**src/rtl/core/assert_macros.svh**
```systemverilog
// ----------------------------------------------------------------------------
// assert_macros: shared assertion macros
// clocked on aclk, disabled while aresetn is low
// ----------------------------------------------------------------------------
`ifndef ASSERT_MACROS_SVH
`define ASSERT_MACROS_SVH

// property must hold at every clock edge out of reset
`define ASSERT_CLK(label, prop, msg) \
    label: assert property (@(posedge aclk) disable iff (!aresetn) prop) else $error(msg);

// condition must never be seen at a clock edge out of reset
`define ASSERT_NEVER(label, cond, msg) \
    label: assert property (@(posedge aclk) disable iff (!aresetn) !(cond)) else $error(msg);

`endif

```
**src/rtl/core/ptbl_ram.sv**
```systemverilog
// ----------------------------------------------------------------------------
// ptbl_ram: generic single-port-write, single-port-read memory
// one write and one registered read per cycle
// ----------------------------------------------------------------------------
module ptbl_ram #(
    parameter int WIDTH = 8,
    parameter int DEPTH = 16
) (
    input  logic                     aclk,
    input  logic                     wr_en,
    input  logic [$clog2(DEPTH)-1:0] wr_addr,
    input  logic [WIDTH-1:0]         wr_data,
    input  logic [$clog2(DEPTH)-1:0] rd_addr,
    output logic [WIDTH-1:0]         rd_data
);

    logic [WIDTH-1:0] mem [DEPTH];

    always_ff @(posedge aclk) begin
        if (wr_en) begin
            mem[wr_addr] <= wr_data;
        end
        rd_data <= mem[rd_addr];
    end

endmodule

```
**config.mk**
```make
export PLATFORM = sky130hd
export DESIGN_NAME = ptbl_ram
export DESIGN_NICKNAME = d
export VERILOG_FILES = /design/src/rtl/core/assert_macros.svh /design/src/rtl/core/ptbl_ram.sv
export SDC_FILE = /design/constraint.sdc
export NUM_CORES = 1
export LEC_CHECK = 0
export BUFFER_PORTS_ARGS = -buffer_cell sky130_fd_sc_hd__buf_2
export CORE_UTILIZATION = 65
export CTS_BUF_LIST = sky130_fd_sc_hd__clkbuf_8
export CTS_CLUSTER_SIZE = 10
export DETAILED_ROUTE_END_ITERATION = 7
export PLACE_DENSITY = 0.84
export SLEW_MARGIN = 20
export SYNTH_ARGS = -nofsm -noshare
export SYNTH_HDL_FRONTEND = slang
export SYNTH_SLANG_ARGS = --single-unit
export TNS_END_PERCENT = 30
```
**constraint.sdc**
```tcl
create_clock -name aclk -period 2.8 [get_ports aclk]
set_input_delay 0.42 -clock aclk [delete_from_list [all_inputs] [get_ports aclk]]
set_output_delay 0.42 -clock aclk [all_outputs]
set_load 0.01 [all_outputs]
```
==> run_results.csv <==
group,metric,value,unit
timing,tightest_slew,0.857,ns
yosys,syn-cell-area,0.00515,sq mm
cts,cts_resized,0,
timing,finalHoldViolCount,0,
yosys,yosys_warnings,0,
floorplanning,initial_utilization,67.0,%
route,dr_total_vias,2481,
placed_design,place_area,0.00542,sq mm
cts,tritoncts,"built",
grt,overflow,0,
worst_setup_path,worstPathCellList,"buf_2 -> or3b_2 -> nor2_1",
worst_setup_path,critPathMaxStageDelay,0.62,ns
cts,ctsHoldBuffers,0,
cts,htreeDepth,4,
power,p_per_area,687,mW/mm^2
route,routed_wl,9.12,mm
placed_design,io_buffers,25,
floorplanning,ios,26,
placed_design,place.gp.congestion,0.822,
min_path,hold_class,"in2reg",
timing,skew,0.00740,ns
cells_and_area,utilization,75.3,%
timing,setup_tns,0,ns
route,drtPass1Iterations,5,
cts,path_clk_slew,0.07,ns
yosys,ys_ff_latch,136,
worst_setup_path,required,2.86,ns
floorplanning,die-area,0.00828,sq mm
timing,max_slew_margin,42.7,%
worst_setup_path,crit_slowest_cell,"nor2_1",
cells_and_area,postLayoutCellArea,0.00579,sq mm
grt,grtUsageTotal,24.9,%
cts,clockBufferDepth,2,
placed_design,dp_cells,358,
timing,setup_viol,0,
worst_setup_path,worst_setup_path_end_kind,"flop",
yosys,synth_cells,229,
cells_and_area,final_cells,390,
yosys,synth_nets,247,
cells_and_area,drive_gt1_share,29.5,%
cts,cts_buffers,17,
timing,finalCritPeriodShare,57.6,%
placed_design,dp_hpwl,5.84,mm
floorplanning,rows,32,
worst_setup_path,worstPathMaxFanout,8,
flow_run,max_cap_violations,0,
timing,max_freq,620,MHz
yosys,syn_avg_cell_area,22.5,sq um
worst_setup_path,startpoint_type,"primary input",
worst_setup_path,worst_ep_arrival_time,1.67,ns
floorplanning,dieHeight,91.0,um
cts,insertion_delay,0.43,ns
floorplanning,die_width,91.0,um
timing,rsz0062_at_grt,"false",
route,drt_iter0_markers,259,
cells_and_area,nFillCells,433,
worst_setup_path,critPathKind,"in2reg",
placed_design,place_ws,0.762,ns
grt,grt_pass1_vias,2526,
grt,antenna_found_initial,0,
grt,grt_pass1_wl,14.2,mm
yosys,synth.distinct_cells,19,
cells_and_area,nets,293,
timing,period_needed,1.61,ns
cts,clock-root-buffer,"clkbuf_8",
cts,post_cts_buffers,0,
grt,grt_max_degree,33,
yosys,seq_area_frac_synth,77.8,%
power,ir_worst_vdd,0.410,mV
cts,cts.sink_count,136,
route,viasPerCell,6.36,
cells_and_area,area_growth,12.5,%
timing,fin_ws,1.19,ns
floorplanning,core-area,0.00769,sq mm
route,drc,0,
power,p_leak,1.95,nW
timing,final_max_slew_viol_count,0,
route,post_drt_wl_per_cell,23.4,um
outcome,status,"finished, final reports clean",
cells_and_area,diodes,0,
route,ant_nets,0,
[cell families after synthesis]
group	synth area share, %
AOI/OAI and AO/OA	2.33
buffers and inverters	1.68
DFF	77.8
muxes	15.0
and+or+nand+nor	3.18
[power breakdown]
group / switching (mW) / total, mW / internal, mW / leakage (nW)
sequential: 0.0131 / 2.29 / 2.27 / 1.22
combinational: 0.120 / 0.207 / 0.0871 / 0.538
clock: 0.709 / 1.48 / 0.774 / 0.187
total: 0.842 / 3.98 / 3.14 / 1.95
[per-stage QoR]
stage	hold WS [ns]	power [mW]
2_1_floorplan	0.519	2.45
3_3_place_gp	0.643	2.53
3_5_place_dp	0.660	2.54
4_1_cts	0.363	3.99
5_1_grt	0.369	4.09
6_report	0.374	3.98
[registers in the layout, indices dropped and copies added, names as in the netlist]
signal   count
rd_data      8
mem        128
[Yosys cell counts]
master	number	area share [%]
a22oi_1	16	2.3
mux4_2	18	7.9
nand2b_1	2	0.24
nor2b_1	1	0.12
dfxtp_1	8	3.1
or3b_2	1	0.17
buf_4	1	0.15
nand3_1	1	0.097
clkdlybuf4s25_2	3	0.58
edfxtp_1	128	75
buf_6	3	0.66
and2_1	1	0.12
nor2_1	13	0.95
nor3_1	4	0.39
nand3b_1	2	0.29
and2b_1	1	0.15
mux4_1	14	7.1
buf_2	3	0.29
nand2_1	9	0.66
[final timing paths]
check / start / end / slack (ns) / depth (start not counted)
max: wr_addr[2] / mem[2][4] / 1.19 / 3
max reg2reg: mem[1][0] / rd_data[0] / 1.34 / 3
min: wr_data[1] / mem[2][1] / 0.37 / 1
min reg2reg: mem[14][0] / rd_data[0] / 0.67 / 3
[layer usage]
metal	GRT usage (%)	routed length [um]	share of wire, %	vias up
met1	36.0	3860	42	1264
met3	5.53	639	7.0	20
met2	37.1	4450	49	135
met5	0	0	0	-
met4	11.8	170	1.9	0
li1	-	-	-	1062
[worst max-delay path, delay by kind of cell]
kind | cells | cell delay [ns]
and+or+nand+nor | 2 | 1.12
buffers and inverters | 1 | 0.12
[cell usage in the layout (no fill, tap or decap), types with 2 or more instances in the layout]
cell type / Yosys / layout
nand2b_1: 2 / 2
nand2_1: 9 / 9
bufinv_16: 0 / 2
nor2_1: 13 / 13
clkinv_4: 0 / 2
nor3_1: 4 / 4
buf_2: 3 / 25
buf_4: 1 / 11
clkinvlp_4: 0 / 4
clkinv_2: 0 / 4
nand3b_1: 2 / 2
a22oi_1: 16 / 16
clkbuf_8: 0 / 17
mux4_1: 14 / 14
edfxtp_1: 128 / 128
dfxtp_1: 8 / 8
mux4_2: 18 / 18
inv_1: 0 / 2
[final cells by class]
class / count / area [sq um] / area share [%]
sequential: 136 / 4000 / 69.2
clock buffer: 17 / 234 / 4.04
tap: 102 / 128 / 2.20
timing repair buffer: 37 / 228 / 3.93
multi-input combinational: 83 / 1060 / 18.3
clock inverter: 15 / 139 / 2.40
Power figures use the tool's default switching activity.
