$ cat config.mk
export PLATFORM = sky130hd
export DESIGN_NAME = ptbl_probe
export DESIGN_NICKNAME = d
export VERILOG_FILES = /design/src/rtl/core/assert_macros.svh /design/src/rtl/core/ptbl_pkg.sv /design/src/rtl/core/ptbl_probe.sv
export SDC_FILE = /design/constraint.sdc
export NUM_CORES = 1
export LEC_CHECK = 0
export BUFFER_PORTS_ARGS = -buffer_cell sky130_fd_sc_hd__buf_2
export CORE_ASPECT_RATIO = 0.7
export CORE_MARGIN = 8
export CORE_UTILIZATION = 27
export DETAILED_ROUTE_END_ITERATION = 8
export GPL_TIMING_DRIVEN = 0
export PLACE_DENSITY_LB_ADDON = 0.15
export REMOVE_ABC_BUFFERS = 1
export SYNTH_ARGS = -nofsm -noshare
export SYNTH_HDL_FRONTEND = slang
export SYNTH_SLANG_ARGS = --single-unit
$ cat constraint.sdc
create_clock -name vclk -period 1.9
set_input_delay 0.57 -clock vclk [all_inputs]
set_output_delay 0.57 -clock vclk [all_outputs]
set_load 0.01 [all_outputs]
$ cat src/rtl/core/assert_macros.svh
// ----------------------------------------------------------------------------
// assert_macros: shared assertion macros
// clocked on aclk, disabled while aresetn is low
// ----------------------------------------------------------------------------
`ifndef ASSERT_MACROS_SVH
`define ASSERT_MACROS_SVH

// property must hold at every clock edge out of reset
`define ASSERT_CLK(label, prop, msg) \
    label: assert property (@(posedge aclk) disable iff (!aresetn) prop) else $error(msg);

// condition must never be seen at a clock edge out of reset
`define ASSERT_NEVER(label, cond, msg) \
    label: assert property (@(posedge aclk) disable iff (!aresetn) !(cond)) else $error(msg);

`endif

$ cat src/rtl/core/ptbl_pkg.sv
// ----------------------------------------------------------------------------
// ptbl_pkg: shared types and constants of the probe table
// slot geometry, entry layout, request and status codes
// ----------------------------------------------------------------------------
package ptbl_pkg;

    localparam int SLOT_BITS   = 9;
    localparam int SLOT_COUNT  = 2 ** SLOT_BITS;
    localparam int KEY_BITS    = 48;
    localparam int VALUE_BITS  = 64;
    localparam int ENTRY_BITS  = KEY_BITS + VALUE_BITS;
    localparam int HOME_SHIFT  = 4;

    typedef enum logic [1:0] {
        REQ_LOOKUP = 2'd0,
        REQ_INSERT = 2'd1,
        REQ_CLEAR  = 2'd2,
        REQ_NONE   = 2'd3
    } req_t;

    typedef enum logic [2:0] {
        STAT_HIT      = 3'd0,
        STAT_MISS     = 3'd1,
        STAT_INSERTED = 3'd2,
        STAT_PRESENT  = 3'd3,
        STAT_FULL     = 3'd4,
        STAT_NULL     = 3'd5,
        STAT_CLEARED  = 3'd6
    } status_t;

    typedef struct packed {
        logic match;
        logic empty;
        logic exhausted;
    } probe_res_t;

endpackage

$ cat src/rtl/core/ptbl_probe.sv
// ----------------------------------------------------------------------------
// ptbl_probe: probe step unit
// compares one slot against the search key and advances the probe position
// ----------------------------------------------------------------------------
module ptbl_probe
    import ptbl_pkg::*;
(
    input  logic [KEY_BITS-1:0]  slot_key,
    input  logic [KEY_BITS-1:0]  search_key,
    input  logic [SLOT_BITS-1:0] pos_reg,
    input  logic [SLOT_BITS-1:0] cnt_reg,
    output probe_res_t           res,
    output logic [SLOT_BITS-1:0] pos_next,
    output logic [SLOT_BITS-1:0] cnt_next
);

    always_comb begin
        res.match     = (slot_key == search_key);
        res.empty     = (slot_key == '0);
        res.exhausted = (cnt_reg == {SLOT_BITS{1'b1}});
        // power-of-two slot count: wrap is the natural overflow
        pos_next      = pos_reg + 1'b1;
        cnt_next      = cnt_reg + 1'b1;
    end

endmodule

==> results of run 1 <==
-- layer usage --
layer	wire length, µm	share of wire [%]	vias up	track usage (%)
met1	1860	40	591	17.2
met2	2430	52	61	29.4
li1	-	-	704	-
met4	21	0.45	0	0.644
met5	0	0	-	0
met3	370	7.9	2	4.62
-- power by group --
part	internal [mW]	switching, mW	total [mW]
registers	0	0	0
logic	0.210	0.180	0.390
clock network	0	0	0
total	0.210	0.180	0.390
-- through the flow --
stage / total power, mW / TNS (ns)
after floorplan: 0.122 / -0.113
after global placement: 0.320 / -1.67
after detailed placement: 0.322 / -1.79
after CTS: 0.362 / -0.859
after global routing: 0.424 / -1.40
final: 0.390 / -0.867
-- area by class of cell --
| type | count | area share [%] |
|---|---|---|
| multi-input combinational | 112 | 53.6 |
| inverter | 2 | 0.390 |
| tap | 38 | 2.47 |
| timing repair buffer | 142 | 43.5 |
-- timing repair --
action	in CTS	in global routing
pin swaps	17	20
endpoints found under the setup margin	9	10
buffers inserted	2	6
hold buffers	0	0
cloned	0	0
gates resized for setup	39	18
-- cells in the final DEF (no fill, tap or decap), types with 4 or more instances in the layout --
| cell type | instances |
|---|---|
| buf_2 | 120 |
| buf_4 | 6 |
| buf_6 | 11 |
| buf_8 | 4 |
| nand4_1 | 9 |
| nor4_1 | 14 |
| nor4_2 | 10 |
| xnor2_1 | 9 |
| xor2_1 | 49 |
-- worst min-delay path by stage --
stage / to / slack [ns] / startpoint / depth (start not counted)
floorplan: cnt_next[0] / 1.18 / cnt_reg[0] / 1
global placement: pos_next[8] / 1.41 / pos_reg[8] / 3
detailed placement: pos_next[8] / 1.41 / pos_reg[8] / 3
CTS: cnt_next[0] / 1.38 / cnt_reg[0] / 3
global route: pos_next[3] / 1.42 / pos_reg[3] / 3
finish: pos_next[8] / 1.41 / pos_reg[8] / 3
-- cells by family after synthesis --
kind of cell,count (synthesis)
AND/OR/NAND/NOR,48
buffers and inverters,2
XOR/XNOR,61
adder cells (fa/ha/maj),3
==> results.ini, run 1 <==
[status]
outcome = complete, but fails checks
violations = negative setup slack

[global_routing]
antenna_found_initial = 0
grt_pass1_vias = 1529
grt_max_degree = 6
grt_pass1_wl_um = 7020
grt_use_total_pct = 15.5
grt_overflow = 0

[final_layout]
multi_input_area_um2 = 1030
insertedDiodeCount = 0
final_area_um2 = 1920
final_cells = 294
fill_cells = 309
drive_gt1_share_pct = 65.2
clkbuf_count = 0
synthToLayoutAreaGrowth_pct = 121
nFlopsAndLatches = 0
regArea_um2 = 0
nets = 375
fin_util_pct = 61.9

[place]
globalplace.congestion = 0.762
dp_cells = 287
place_area_um2 = 1590
io_buffers = 135
hpwl_um = 4060
pre_cts_ws_ns = -0.399

[timing]
hold_viol = 0
rsz0062_at_grt = yes
period_needed_ns = 2.24
worst_slack_ns = -0.343
fmaxAchievable_mhz = 446
hold_ws_ns = 1.41
setup_viol = 8
slew-limit-headroom_pct = 74.8
min_period_over_period_pct = 118
drv_slew = 0
worstMarginPinSlew_ns = 0.375

[critical_path]
worstPathCellList = buf_2 > xor2_1 > nor4_2 > nand4_1 > nor3_2 > buf_2
crit_path_max_fanout = 2
worstPathArrival_ns = 1.67
max_stage_delay_ns = 0.34
endpoint = res[2]
crit_top_cell = buf_2
path_delay_family = simple AND/OR/NAND/NOR gates
critPathKind = input port to primary output
cp.depth = 6
cp-start-kind = input port
cp_num_buf_inv = 2
slowest_stage = nor4_2
critPathRequiredTime_ns = 1.33
critPathLaunch = slot_key[31]
cp-end-kind = primary output

[yosys]
synth-compound-area-share_pct = 0
ys_warn_count = 0
yosysMostFrequentCell = xor2_1
synthXorXnorAreaFrac_pct = 61.5
synthCells = 114
synth_top_family_by_area = XOR/XNOR gates
netlist_area_um2 = 868
synthSimpleGateAreaFrac_pct = 33.3
synth_mux_area_share_pct = 0
synth_top_cells_by_count = xor2_1, nor4_1, xnor2_1, nand4_1, nand3_1
syn_avg_cell_area_um2 = 7.62
yosysSeqAreaShare_pct = 0
yosys.area.top_type_share_pct = 51.4
ys_types = 14
synthTopCellsByArea = xor2_1, nor4_1, xnor2_1
synth_fa_ha_area_share_pct = 4.32
synth_top_area_cell = xor2_1

[power_and_ir_drop]
power_density_nw_per_um2 = 203
p_leak_nw = 0.951
irDropWorstVdd_uv = 98.3

[routing]
ant_nets = 0
drc_errors = 0
wl_per_cell_um = 15.9
drt_pass1_iterations = 4
viasPerCell = 4.62
first_iter_violations = 33
routed_wl_um = 4680
vias = 1358

[floorplanning]
initial_utilization_pct = 28.0
core_um2 = 3110
die-area_um2 = 5320
io_pins = 135
row_count = 17
chipHeight_um = 63.4
die_w_um = 83.8

[worst_hold_path]
hold_path.class = input port to primary output

[job]
drv_cap = 0

No activity file was read; power rests on OpenSTA's default activity.
==> run 2, diff against run 1 <==
Settings changed: BUFFER_PORTS_ARGS -buffer_cell sky130_fd_sc_hd__buf_2 to -buffer_cell sky130_fd_sc_hd__buf_4, CORE_MARGIN 8 to 4.
==> run 2 against run 1 <==
Effect of this change: the flow still finishes with violations (negative setup slack); die area fell by 21%; utilization rose by 17 points; combinational power rose by 26%; first-iteration DRC count rose by 9.1%; cell area rose by 20%; critical path type unchanged; largest power group unchanged.
==> results.ini, run 2 (same netlist as run 1, synthesis figures left out) <==
[status]
outcome = complete, but fails checks
violations = negative setup slack

[floorplanning]
core_um2 = 2940
die_w_um = 75.8
chipHeight_um = 55.4
row_count = 16
io_pins = 135
initial_utilization_pct = 29.5
die-area_um2 = 4200

[timing]
min_period_over_period_pct = 115
setup_viol = 9
rsz0062_at_grt = yes
slew-limit-headroom_pct = 80.0
tns_ns = -0.900
drv_slew = 0
worstMarginPinSlew_ns = 0.298
hold_viol = 0
period_needed_ns = 2.19
fmaxAchievable_mhz = 456
worst_slack_ns = -0.294
hold_ws_ns = 1.41

[power_and_ir_drop]
irDropWorstVdd_uv = 113
power_uw = 491
power_density_nw_per_um2 = 212
p_leak_nw = 1.06

[routing]
drc_errors = 0
routed_wl_um = 4930
vias = 1440
viasPerCell = 4.90
ant_nets = 0
wl_per_cell_um = 16.8
drt_pass1_iterations = 4
first_iter_violations = 36

[final_layout]
drive_gt1_share_pct = 67.1
regArea_um2 = 0
nets = 377
final_cell_mix = buf_4, xor2_1, buf_6
clkbuf_count = 0
insertedDiodeCount = 0
final_cells = 294
layout_commonest_cell = buf_4
nFlopsAndLatches = 0
synthToLayoutAreaGrowth_pct = 167

[critical_path]
endpoint = res[2]
worstPathCellList = buf_4 > xor2_1 > nor4_2 > nand4_1 > nor3_2 > buf_4
crit_path_max_fanout = 1
critPathRequiredTime_ns = 1.33
slowest_stage = nor4_2
critPathKind = input port to primary output
critPathLaunch = search_key[9]
worstPathArrival_ns = 1.62
crit_top_cell = buf_4
cp-end-kind = primary output
max_stage_delay_ns = 0.32
cp-start-kind = input port

[global_routing]
grt_use_total_pct = 19.1
grt_max_degree = 6
grt_pass1_vias = 1486
grt_overflow = 0
grt_pass1_wl_um = 6490
antenna_found_initial = 0

[place]
dp_cells = 285
globalplace.congestion = 0.726
pre_cts_ws_ns = -0.372
io_buffers = 135
hpwl_um = 3720

[worst_hold_path]
hold_path.class = input port to primary output

[job]
drv_cap = 0

[clocking]
cts-hold-fix-buffers = 0

==> run 2: changes by cell type in the layout (fill, tap and decap cells not counted), moves of 4 or more <==
cell	delta
buf_2	-120
buf_4	+119
buf_6	+4
nor4_1	-7
nor4_4	+6
==> run 2: critical path: cells and delay by family <==
kind / cells / cell delay, ns
simple gates: 3 / 0.65
buf+inv: 2 / 0.25
xor+xnor: 1 / 0.15
==> run 2: layout make-up <==
| class | count | area [µm²] |
|---|---|---|
| Tap cell | 36 | 45.0 |
| Multi-Input combinational cell | 112 | 1090 |
| Inverter | 2 | 7.51 |
| Timing Repair Buffer | 144 | 1170 |
| Fill cell | 202 | 628 |
==> run 2: per-layer routing <==
metal / global-route usage (%) / wire, µm / vias to the layer above
li1: - / - / 712
met2: 37.8 / 2720 / 76
met1: 21.0 / 1690 / 648
met5: 0 / 0 / -
met4: 1.25 / 27 / 0
met3: 3.26 / 493 / 4
==> run 2: per-stage QoR <==
| step | utilization [%] | instance area (µm²) |
|---|---|---|
| 2_1_floorplan | - | 868 |
| 3_3_place_gp | 65.5 | 1930 |
| 5_1_grt | 78.7 | 2310 |
| 6_report | 78.7 | 2310 |
| 4_1_cts | 74.2 | 2180 |
| 3_5_place_dp | 65.5 | 1930 |
==> run 2: worst min-delay path by stage <==
| stage | to | cells past startpoint | slack (ns) | startpoint |
|---|---|---|---|---|
| finish | pos_next[3] | 3 | 1.41 | pos_reg[3] |
| floorplan | cnt_next[0] | 1 | 1.18 | cnt_reg[0] |
| global placement | cnt_next[0] | 3 | 1.40 | cnt_reg[0] |
| global route | pos_next[2] | 3 | 1.42 | pos_reg[2] |
| detailed placement | cnt_next[0] | 3 | 1.41 | cnt_reg[0] |
| CTS | pos_next[8] | 3 | 1.40 | pos_reg[8] |
==> run 2: timing repair <==
action	in CTS	in global routing
resized for setup	40	21
pin swaps	26	24
setup endpoints to repair	8	11
setup buffers	8	2
==> run 2: power breakdown <==
group | switching (mW) | total (mW) | internal, mW | leakage, nW
registers | 0 | 0 | 0 | 0
clock network | 0 | 0 | 0 | 0
logic | 0.201 | 0.491 | 0.290 | 1.06
total | 0.201 | 0.491 | 0.290 | 1.06
